File: src/rtl/edim_pkg.sv
// Types and constants shared by the encoder dimmer modules.
package edim_pkg;

    localparam int unsigned LEVEL_W   = 8;
    localparam int unsigned GAIN_W    = 6;
    localparam int unsigned TIME_W    = 32;
    localparam int unsigned PWM_W     = 14;
    localparam int unsigned DIVISOR_W = LEVEL_W + 1;

    localparam logic [LEVEL_W-1:0] LEVEL_MAX       = 8'hFF;
    localparam logic [LEVEL_W-1:0] REMEMBERED_INIT = 8'd255;
    localparam logic [GAIN_W-1:0]  GAIN_RESET      = 6'd8;
    localparam logic [TIME_W-1:0]  FADE_TIME_RESET = 32'd3600000;

    // Configuration register indexes
    localparam logic CFG_STEP_GAIN    = 1'b0;
    localparam logic CFG_FADE_TIME_MS = 1'b1;

    // One control-loop pass
    typedef struct packed {
        logic signed [7:0]  encoder_count;
        logic               button_event;
        logic [TIME_W-1:0]  now_ms;
    } in_word_t;

    // One result
    typedef struct packed {
        logic [PWM_W-1:0]   pwm_compare;
        logic [LEVEL_W-1:0] brightness_level;
    } out_word_t;

    // Divider handshake
    typedef struct packed {
        logic start;
        logic done;
    } div_ctl_t;

endpackage

File: src/rtl/edim_div.sv
// Bit-serial restoring divider: 32-bit dividend by a 9-bit nonzero divisor.
module edim_div
    import edim_pkg::*;
(
    input  logic                   clk,
    input  logic                   rst_n,
    input  logic                   start,
    input  logic [TIME_W-1:0]      dividend,
    input  logic [DIVISOR_W-1:0]   divisor,
    output logic                   done,
    output logic [TIME_W-1:0]      quotient
);

    localparam int unsigned CNT_W = $clog2(TIME_W);

    logic                 busy_reg;
    logic                 done_reg;
    logic [CNT_W-1:0]     count_reg;
    logic [TIME_W-1:0]    quot_reg;
    logic [LEVEL_W-1:0]   rem_reg;
    logic [DIVISOR_W-1:0] divisor_reg;

    logic [DIVISOR_W-1:0] trial;
    logic [DIVISOR_W-1:0] diff;
    logic                 ge;
    logic [LEVEL_W-1:0]   rem_next;
    logic [TIME_W-1:0]    quot_next;

    // One quotient bit per cycle: shift in, trial subtract
    always_comb
    begin
        trial     = {rem_reg, quot_reg[TIME_W-1]};
        ge        = (trial >= divisor_reg);
        diff      = trial - divisor_reg;
        rem_next  = ge ? diff[LEVEL_W-1:0] : trial[LEVEL_W-1:0];
        quot_next = {quot_reg[TIME_W-2:0], ge};
    end

    // Control: busy for TIME_W steps, done pulses after the last one
    always_ff @(posedge clk or negedge rst_n)
    begin
        if (!rst_n)
        begin
            busy_reg  <= 1'b0;
            done_reg  <= 1'b0;
            count_reg <= '0;
        end
        else
        begin
            done_reg <= 1'b0;
            if (start)
            begin
                busy_reg  <= 1'b1;
                count_reg <= '0;
            end
            else if (busy_reg)
            begin
                count_reg <= count_reg + CNT_W'(1);
                if (count_reg == CNT_W'(TIME_W - 1))
                begin
                    busy_reg <= 1'b0;
                    done_reg <= 1'b1;
                end
            end
        end
    end

    // Datapath
    always_ff @(posedge clk)
    begin
        if (start)
        begin
            quot_reg    <= dividend;
            rem_reg     <= '0;
            divisor_reg <= divisor;
        end
        else if (busy_reg)
        begin
            quot_reg <= quot_next;
            rem_reg  <= rem_next;
        end
    end

    assign done     = done_reg;
    assign quotient = quot_reg;

endmodule

File: src/rtl/encoder_dimmer_with_auto_fade.sv
// Encoder dimmer top level: level update, fade timer and PWM compare.
// Usage:
//   item channel (item_valid / item_stall / item) carries one control-loop
//   pass: encoder count, button event and millisecond time. Each word yields
//   exactly one result word on the result channel (result_valid /
//   result_stall / result) with the PWM compare and the applied level.
//   A pass without user input goes through the calc, fade and output
//   steps; a pass with user input also runs the divider step, since the fade
//   interval is then recomputed by a bit-serial divider (one quotient bit per
//   cycle, 32 bits). item_stall is high while a word is in work, so only one
//   pass is processed at a time.
//   The result register decouples the two sides: a new word may be taken
//   while the previous result is still waiting. If the receiver stalls, the
//   finished pass waits in its last step and item_stall stays high.
//   Configuration (cfg_en / cfg_index / cfg_data) writes step_gain
//   (index 0) or fade_time_ms (index 1); write only while the block is idle.
//   A new fade time takes effect at the next user input.
//   Reset (rst_n low, asynchronous) clears levels to off, the remembered
//   level to full, and restores gain and fade time to their defaults.
module encoder_dimmer_with_auto_fade
    import edim_pkg::*;
(
    input  logic              clk,
    input  logic              rst_n,
    input  logic              item_valid,
    output logic              item_stall,
    input  in_word_t          item,
    output logic              result_valid,
    input  logic              result_stall,
    output out_word_t         result,
    input  logic              cfg_en,
    input  logic              cfg_index,
    input  logic [TIME_W-1:0] cfg_data
);

    typedef enum logic [4:0] {
        ST_IDLE = 5'b00001,
        ST_CALC = 5'b00010,
        ST_DIV  = 5'b00100,
        ST_FADE = 5'b01000,
        ST_OUT  = 5'b10000
    } state_t;

    state_t              state_reg, state_next;
    logic [GAIN_W-1:0]   gain_reg;
    logic [TIME_W-1:0]   fade_time_reg;
    logic [LEVEL_W-1:0]  target_reg;
    logic [LEVEL_W-1:0]  applied_reg;
    logic [LEVEL_W-1:0]  remembered_reg;
    logic [TIME_W-1:0]   period_reg;
    logic [TIME_W-1:0]   last_reg;
    logic [TIME_W-1:0]   elapsed_reg;
    in_word_t            item_reg;
    out_word_t           result_reg;
    logic                result_valid_reg;

    logic signed [14:0]  delta;
    logic signed [14:0]  sum;
    logic [LEVEL_W-1:0]  sat_level;
    logic [LEVEL_W-1:0]  calc_level;
    logic                user;
    logic                take_item;
    logic                out_free;
    logic [15:0]         square;
    div_ctl_t            div_ctl;
    logic [TIME_W-1:0]   div_quot;

    assign take_item = item_valid && !item_stall;
    assign out_free  = !result_valid_reg || !result_stall;

    // Level arithmetic for the pass in hand
    always_comb
    begin
        delta = $signed({{7{item_reg.encoder_count[7]}}, item_reg.encoder_count})
              * $signed({9'd0, gain_reg});
        sum   = $signed({7'd0, target_reg}) + delta;
        if (sum < 0)
            sat_level = '0;
        else if (sum > $signed({7'd0, LEVEL_MAX}))
            sat_level = LEVEL_MAX;
        else
            sat_level = sum[LEVEL_W-1:0];

        if (item_reg.button_event)
            calc_level = (applied_reg != '0) ? '0 : remembered_reg;
        else
            calc_level = sat_level;

        user   = (delta != '0) || item_reg.button_event;
        square = {8'd0, applied_reg} * {8'd0, applied_reg};
    end

    // Divider for fade_time / (level + 1)
    assign div_ctl.start = (state_reg == ST_CALC) && user;

    edim_div u_div (
        .clk      (clk),
        .rst_n    (rst_n),
        .start    (div_ctl.start),
        .dividend (fade_time_reg),
        .divisor  ({1'b0, calc_level} + DIVISOR_W'(1)),
        .done     (div_ctl.done),
        .quotient (div_quot)
    );

    // Sequencer
    always_comb
    begin
        state_next = state_reg;
        unique case (state_reg)
            ST_IDLE: if (item_valid) state_next = ST_CALC;
            ST_CALC: state_next = user ? ST_DIV : ST_FADE;
            ST_DIV:  if (div_ctl.done) state_next = ST_FADE;
            ST_FADE: state_next = ST_OUT;
            ST_OUT:  if (out_free) state_next = ST_IDLE;
            default: state_next = ST_IDLE;
        endcase
    end

    // Control and state registers
    always_ff @(posedge clk or negedge rst_n)
    begin
        if (!rst_n)
        begin
            state_reg        <= ST_IDLE;
            gain_reg         <= GAIN_RESET;
            fade_time_reg    <= FADE_TIME_RESET;
            target_reg       <= '0;
            applied_reg      <= '0;
            remembered_reg   <= REMEMBERED_INIT;
            period_reg       <= FADE_TIME_RESET;
            last_reg         <= '0;
            result_valid_reg <= 1'b0;
        end
        else
        begin
            state_reg <= state_next;

            // config writes
            if (cfg_en)
            begin
                unique case (cfg_index)
                    CFG_STEP_GAIN:    gain_reg      <= cfg_data[GAIN_W-1:0];
                    CFG_FADE_TIME_MS: fade_time_reg <= cfg_data;
                    default: ;
                endcase
            end

            if (state_reg == ST_CALC)
            begin
                target_reg  <= calc_level;
                applied_reg <= calc_level;
                if (item_reg.button_event && applied_reg != '0)
                    remembered_reg <= applied_reg;
            end

            if (state_reg == ST_DIV && div_ctl.done)
                period_reg <= div_quot;

            // fade step: drop shows on the next pass
            if (state_reg == ST_FADE && elapsed_reg > period_reg)
            begin
                if (applied_reg > 8'd1)
                    target_reg <= applied_reg - LEVEL_W'(1);
                last_reg <= item_reg.now_ms;
            end

            // result register
            if (state_reg == ST_OUT && out_free)
                result_valid_reg <= 1'b1;
            else if (!result_stall)
                result_valid_reg <= 1'b0;
        end
    end

    // Payload registers
    always_ff @(posedge clk)
    begin
        if (take_item)
            item_reg <= item;
        if (state_reg == ST_CALC)
            elapsed_reg <= item_reg.now_ms - last_reg;
        if (state_reg == ST_OUT && out_free)
        begin
            result_reg.pwm_compare      <= square[PWM_W+1:2];
            result_reg.brightness_level <= applied_reg;
        end
    end

    assign item_stall   = (state_reg != ST_IDLE);
    assign result_valid = result_valid_reg;
    assign result       = result_reg;

endmodule

File: config.mk
export PLATFORM = sky130hd
export DESIGN_NAME = encoder_dimmer_with_auto_fade
export DESIGN_NICKNAME = d
export VERILOG_FILES = /design/src/rtl/edim_pkg.sv /design/src/rtl/edim_div.sv /design/src/rtl/encoder_dimmer_with_auto_fade.sv
export SDC_FILE = /design/constraint.sdc
export NUM_CORES = 1
export LEC_CHECK = 0
export ABC_CLOCK_PERIOD_IN_PS = 9400
export CAP_MARGIN = 0
export CELL_PAD_IN_SITES_DETAIL_PLACEMENT = 2
export CELL_PAD_IN_SITES_GLOBAL_PLACEMENT = 2
export CORE_MARGIN = 2
export CORE_UTILIZATION = 27
export DETAILED_ROUTE_END_ITERATION = 12
export DONT_BUFFER_PORTS = 1
export PLACE_DENSITY = 0.56
export SYNTH_ARGS = -nofsm -noshare
export SYNTH_HDL_FRONTEND = slang
export SYNTH_SLANG_ARGS = --single-unit
File: constraint.sdc
create_clock -name clk -period 9.4 [get_ports clk]
set_input_delay 1.88 -clock clk [delete_from_list [all_inputs] [get_ports clk]]
set_output_delay 1.88 -clock clk [all_outputs]
set_load 0.005 [all_outputs]
==> impl_metrics.prom <==
# TYPE chip_impl_metric gauge
chip_impl_info{name="outcome",value="complete, no violations"} 1
chip_impl_metric{name="worstPathArrival",unit="ns"} 7.26
chip_impl_metric{name="design.core.area",unit="um^2"} 63000
chip_impl_metric{name="clock_insertion_delay_worst_skew",unit="ns"} 0.57
chip_impl_metric{name="final_antenna_net_count",unit=""} 0
chip_impl_metric{name="ys_seq_elements",unit=""} 283
chip_impl_metric{name="setup_violations",unit=""} 0
chip_impl_metric{name="antenna_found_initial",unit=""} 12
chip_impl_metric{name="fp.dieH",unit="um"} 256
chip_impl_metric{name="grt_pass1_vias",unit=""} 12571
chip_impl_metric{name="drv_slew",unit=""} 0
chip_impl_metric{name="track_usage",unit="%"} 13.8
chip_impl_metric{name="fp.dieArea",unit="um^2"} 65600
chip_impl_info{name="timing.critical_path.mode_cell",value="sky130_fd_sc_hd__fa_1"} 1
chip_impl_metric{name="multi_input_gate_area",unit="um^2"} 8580
chip_impl_metric{name="layout-area-overhead-vs-synth",unit="%"} 13.1
chip_impl_info{name="worstReg2RegEnd",value="u_div.divisor_reg[6]"} 1
chip_impl_metric{name="required",unit="ns"} 9.67
chip_impl_metric{name="final_nets",unit=""} 1815
chip_impl_info{name="worstHoldStart",value="item_reg[30]"} 1
chip_impl_info{name="synth_flop_cell",value="sky130_fd_sc_hd__edfxtp_1"} 1
chip_impl_metric{name="postSynth.asyncResetShare",unit="%"} 49.1
chip_impl_metric{name="vias_per_cell",unit=""} 4.60
chip_impl_metric{name="clk_transition_reported_paths",unit="ns"} 0.06
chip_impl_metric{name="io-pin-count",unit=""} 103
chip_impl_metric{name="post-route-drc-count",unit=""} 0
chip_impl_metric{name="finalWeightedCongestion",unit=""} 0.780
chip_impl_metric{name="clock_buffer_count_from_cts",unit=""} 38
chip_impl_metric{name="placement_rows",unit=""} 92
chip_impl_info{name="timing_worst_setup_path_type",value="reg2reg"} 1
chip_impl_metric{name="grt.overflow.total",unit=""} 0
chip_impl_metric{name="drive_above_1_share",unit="%"} 15.7
chip_impl_metric{name="maxSlewHeadroom",unit="%"} 31.2
chip_impl_metric{name="fillers",unit=""} 6759
chip_impl_metric{name="dpl.hpwl",unit="um"} 32500
chip_impl_metric{name="numClockSinks",unit=""} 283
chip_impl_metric{name="synth_warnings",unit=""} 0
chip_impl_metric{name="number_of_enable_type_register_cells_in_the_synthesized_netlist",unit=""} 136
chip_impl_metric{name="wirelength",unit="um"} 44000
chip_impl_metric{name="netlist-cell-type-count",unit=""} 76
chip_impl_metric{name="slack_of_the_worst_reg_to_reg_path",unit="ns"} 2.40
chip_impl_metric{name="grt_first_pass_wirelength",unit="um"} 71700
chip_impl_metric{name="report.final.hold_viol_count",unit=""} 0
chip_impl_metric{name="mappedNetlistNets",unit=""} 1805
chip_impl_metric{name="maximum_number_of_pins_on_one_net_before_global_route_repair",unit=""} 140
chip_impl_info{name="worstReg2RegStart",value="gain_reg[3]"} 1
chip_impl_metric{name="hold-path-cell-count",unit=""} 2
chip_impl_info{name="clock_tree_from_tritoncts",value="yes"} 1
chip_impl_metric{name="post_cts.resized_instances",unit=""} 0
chip_impl_metric{name="post_cts_setup_driven_buffer_insertion_count",unit=""} 0
chip_impl_metric{name="floorplan.die.width",unit="um"} 256
chip_impl_info{name="timing.critical_path.to_type",value="register"} 1
chip_impl_metric{name="syn-cell-area",unit="um^2"} 17200
chip_impl_metric{name="drt_pre_antenna_iters",unit=""} 4
chip_impl_metric{name="layout_min_cycle_time",unit="ns"} 7.00
chip_impl_metric{name="bufs_on_longest_clock_path",unit=""} 3
chip_impl_metric{name="synth_seq_area_share",unit="%"} 45.2
chip_impl_metric{name="maxClockFrequency",unit="GHz"} 0.143
chip_impl_metric{name="initial_utilization",unit="%"} 27.3
chip_impl_info{name="tightest_hold_check_type",value="reg2reg"} 1
chip_impl_metric{name="ff_latch_area",unit="um^2"} 7760
chip_impl_info{name="rsz0062_at_grt",value="false"} 1
chip_impl_info{name="start_kind",value="register"} 1
chip_impl_metric{name="cts-htree-levels",unit=""} 2
chip_impl_info{name="critPathSlowestCell",value="sky130_fd_sc_hd__dfstp_2"} 1
chip_impl_metric{name="setup_total_negative_slack",unit="ns"} 0
chip_impl_info{name="worstHoldEndpoint",value="last_reg[30]"} 1
chip_impl_metric{name="netlist_instances",unit=""} 1517
chip_impl_metric{name="worst_pin_slew",unit="ns"} 1.03
chip_impl_metric{name="largest_register_ff_count",unit=""} 41
chip_impl_metric{name="place.port_buffers",unit=""} 0
chip_impl_info{name="crit_chain",value="nand2_1 -> fa_1 -> fa_1 -> fa_1 -> inv_1 -> fa_1 -> ha_1 -> a21oi_1 -> o21ai_0 -> xor2_1 -> ha_1 -> or3_2 -> o22a_2 -> a211o_2 -> nor4b_1 -> o32ai_2 -> nor2_1 -> a2bb2oi_1 -> inv_1 -> ha_1 -> inv_1 -> nor3_2 -> xor2_1"} 1
chip_impl_metric{name="detailroute.via_count",unit=""} 11070
chip_impl_metric{name="worstPathMaxFanout",unit=""} 9
chip_impl_metric{name="post-route-period-util",unit="%"} 74.4
chip_impl_metric{name="wl_per_cell",unit="um"} 18.3
chip_impl_info{name="cts-root-buf",value="sky130_fd_sc_hd__clkbuf_16"} 1
chip_impl_metric{name="maxCapViolations",unit=""} 0
chip_impl_metric{name="critPathMaxStageDelay",unit="ns"} 0.62
chip_impl_metric{name="synthesis.area_per_instance",unit="um^2"} 11.3
chip_impl_metric{name="ctsHoldBuffers",unit=""} 0
chip_impl_metric{name="rr_worst_depth",unit=""} 23
chip_impl_metric{name="fin_worst_skew",unit="ns"} 0.0215
chip_impl_metric{name="detail_route.iter0.violations",unit=""} 327
==> metal layers <==
layer | share of wire [%] | global-route usage [%] | up-vias
li1 | - | - | 5253
met1 | 46 | 18.0 | 5611
met2 | 47 | 23.0 | 118
met3 | 4.8 | 3.02 | 76
met4 | 2.2 | 3.72 | 12
met5 | 0.17 | 0 | -
==> worst max path at each step <==
stage	startpoint	to	slack, ns	cells after the start
2_1_floorplan	gain_reg[3]	u_div.divisor_reg[6]	2.84	24
3_3_place_gp	gain_reg[3]	u_div.divisor_reg[6]	2.55	23
3_5_place_dp	gain_reg[3]	u_div.divisor_reg[6]	2.41	23
4_1_cts	gain_reg[3]	u_div.divisor_reg[6]	2.37	23
5_1_grt	gain_reg[3]	u_div.divisor_reg[6]	1.91	23
6_report	gain_reg[3]	u_div.divisor_reg[6]	2.40	23
==> cell usage in the layout, fill, tap and decap left out, drive strengths merged, types with 43 or more instances in the layout <==
cell / n
ha: 146
o21ai: 76
inv: 186
fa: 63
dfrtp: 107
nor2: 76
nand2: 105
xnor2: 61
a21oi: 71
clkbuf: 53
mux2: 114
edfxtp: 136
and2: 43
==> layout make-up <==
class | instances | area share, %
diodes | 6 | 0.0774
clock buffers | 53 | 5.67
repair buffers | 9 | 0.348
well taps | 846 | 5.45
multi-input cells | 1013 | 44.2
clock inverters | 17 | 0.748
flip-flops and latches | 283 | 40.0
inverters | 182 | 3.52
==> worst max-delay path, delay by kind of cell (launching register included) <==
family          cells  cell delay (ns)
buf+inv             3             0.25
xor+xnor            2             0.34
flops               1             0.62
fa+ha+maj           7             2.86
compound gates      6             1.44
simple gates        5             1.17
==> kinds of logic after synthesis <==
kind of cell    count (synthesis)  share of synthesized area (%)
flops                         283                           45.2
compound gates                263                           9.73
xor+xnor                       79                           4.03
mux                           131                           8.49
fa+ha+maj                     209                           18.0
buf+inv                       221                           4.94
simple gates                  331                           9.57
==> cell usage after synthesis, drive strengths merged (5+ instances only) <==
| cell type | instances | area share [%] |
|---|---|---|
| buf | 8 | 0.22 |
| and2 | 43 | 1.6 |
| xnor2 | 61 | 3.1 |
| fa | 63 | 7.3 |
| nor2b | 19 | 0.69 |
| o211ai | 7 | 0.31 |
| o21a | 12 | 0.52 |
| a21o | 41 | 1.8 |
| o21bai | 8 | 0.35 |
| ha | 146 | 11 |
| inv | 181 | 4.0 |
| nand3 | 8 | 0.23 |
| a21oi | 71 | 2.1 |
| a211oi | 10 | 0.47 |
| dfxtp | 8 | 0.93 |
| nor2 | 76 | 1.7 |
| nand3b | 6 | 0.26 |
| nand2b | 18 | 0.66 |
| nand4 | 14 | 0.51 |
| dfstp | 32 | 4.9 |
| nand2 | 105 | 2.3 |
| o21ai | 76 | 2.2 |
| xor2 | 18 | 0.92 |
| edfxtp | 136 | 24 |
| nor4 | 5 | 0.22 |
| a21boi | 6 | 0.26 |
| clkbuf | 31 | 0.74 |
| mux2i | 17 | 1.0 |
| nor3 | 14 | 0.44 |
| or3 | 6 | 0.23 |
| dfrtp | 107 | 16 |
| mux2 | 114 | 7.5 |
==> stage by stage <==
stage	instances	setup WS [ns]	utilization (%)	cell area (um^2)	hold WS [ns]
final	2409	2.40	30.8	19400	0.493
after global routing	2403	1.91	30.8	19400	0.524
after CTS	2403	2.37	30.8	19400	0.496
after detailed placement	2333	2.41	28.8	18100	0.482
after global placement	2333	2.55	28.8	18100	0.465
after floorplan	1517	2.84	-	17200	0.423
Power is not shown: default switching activity piles up to over one toggle a cycle in this logic, so the estimate is an artifact.
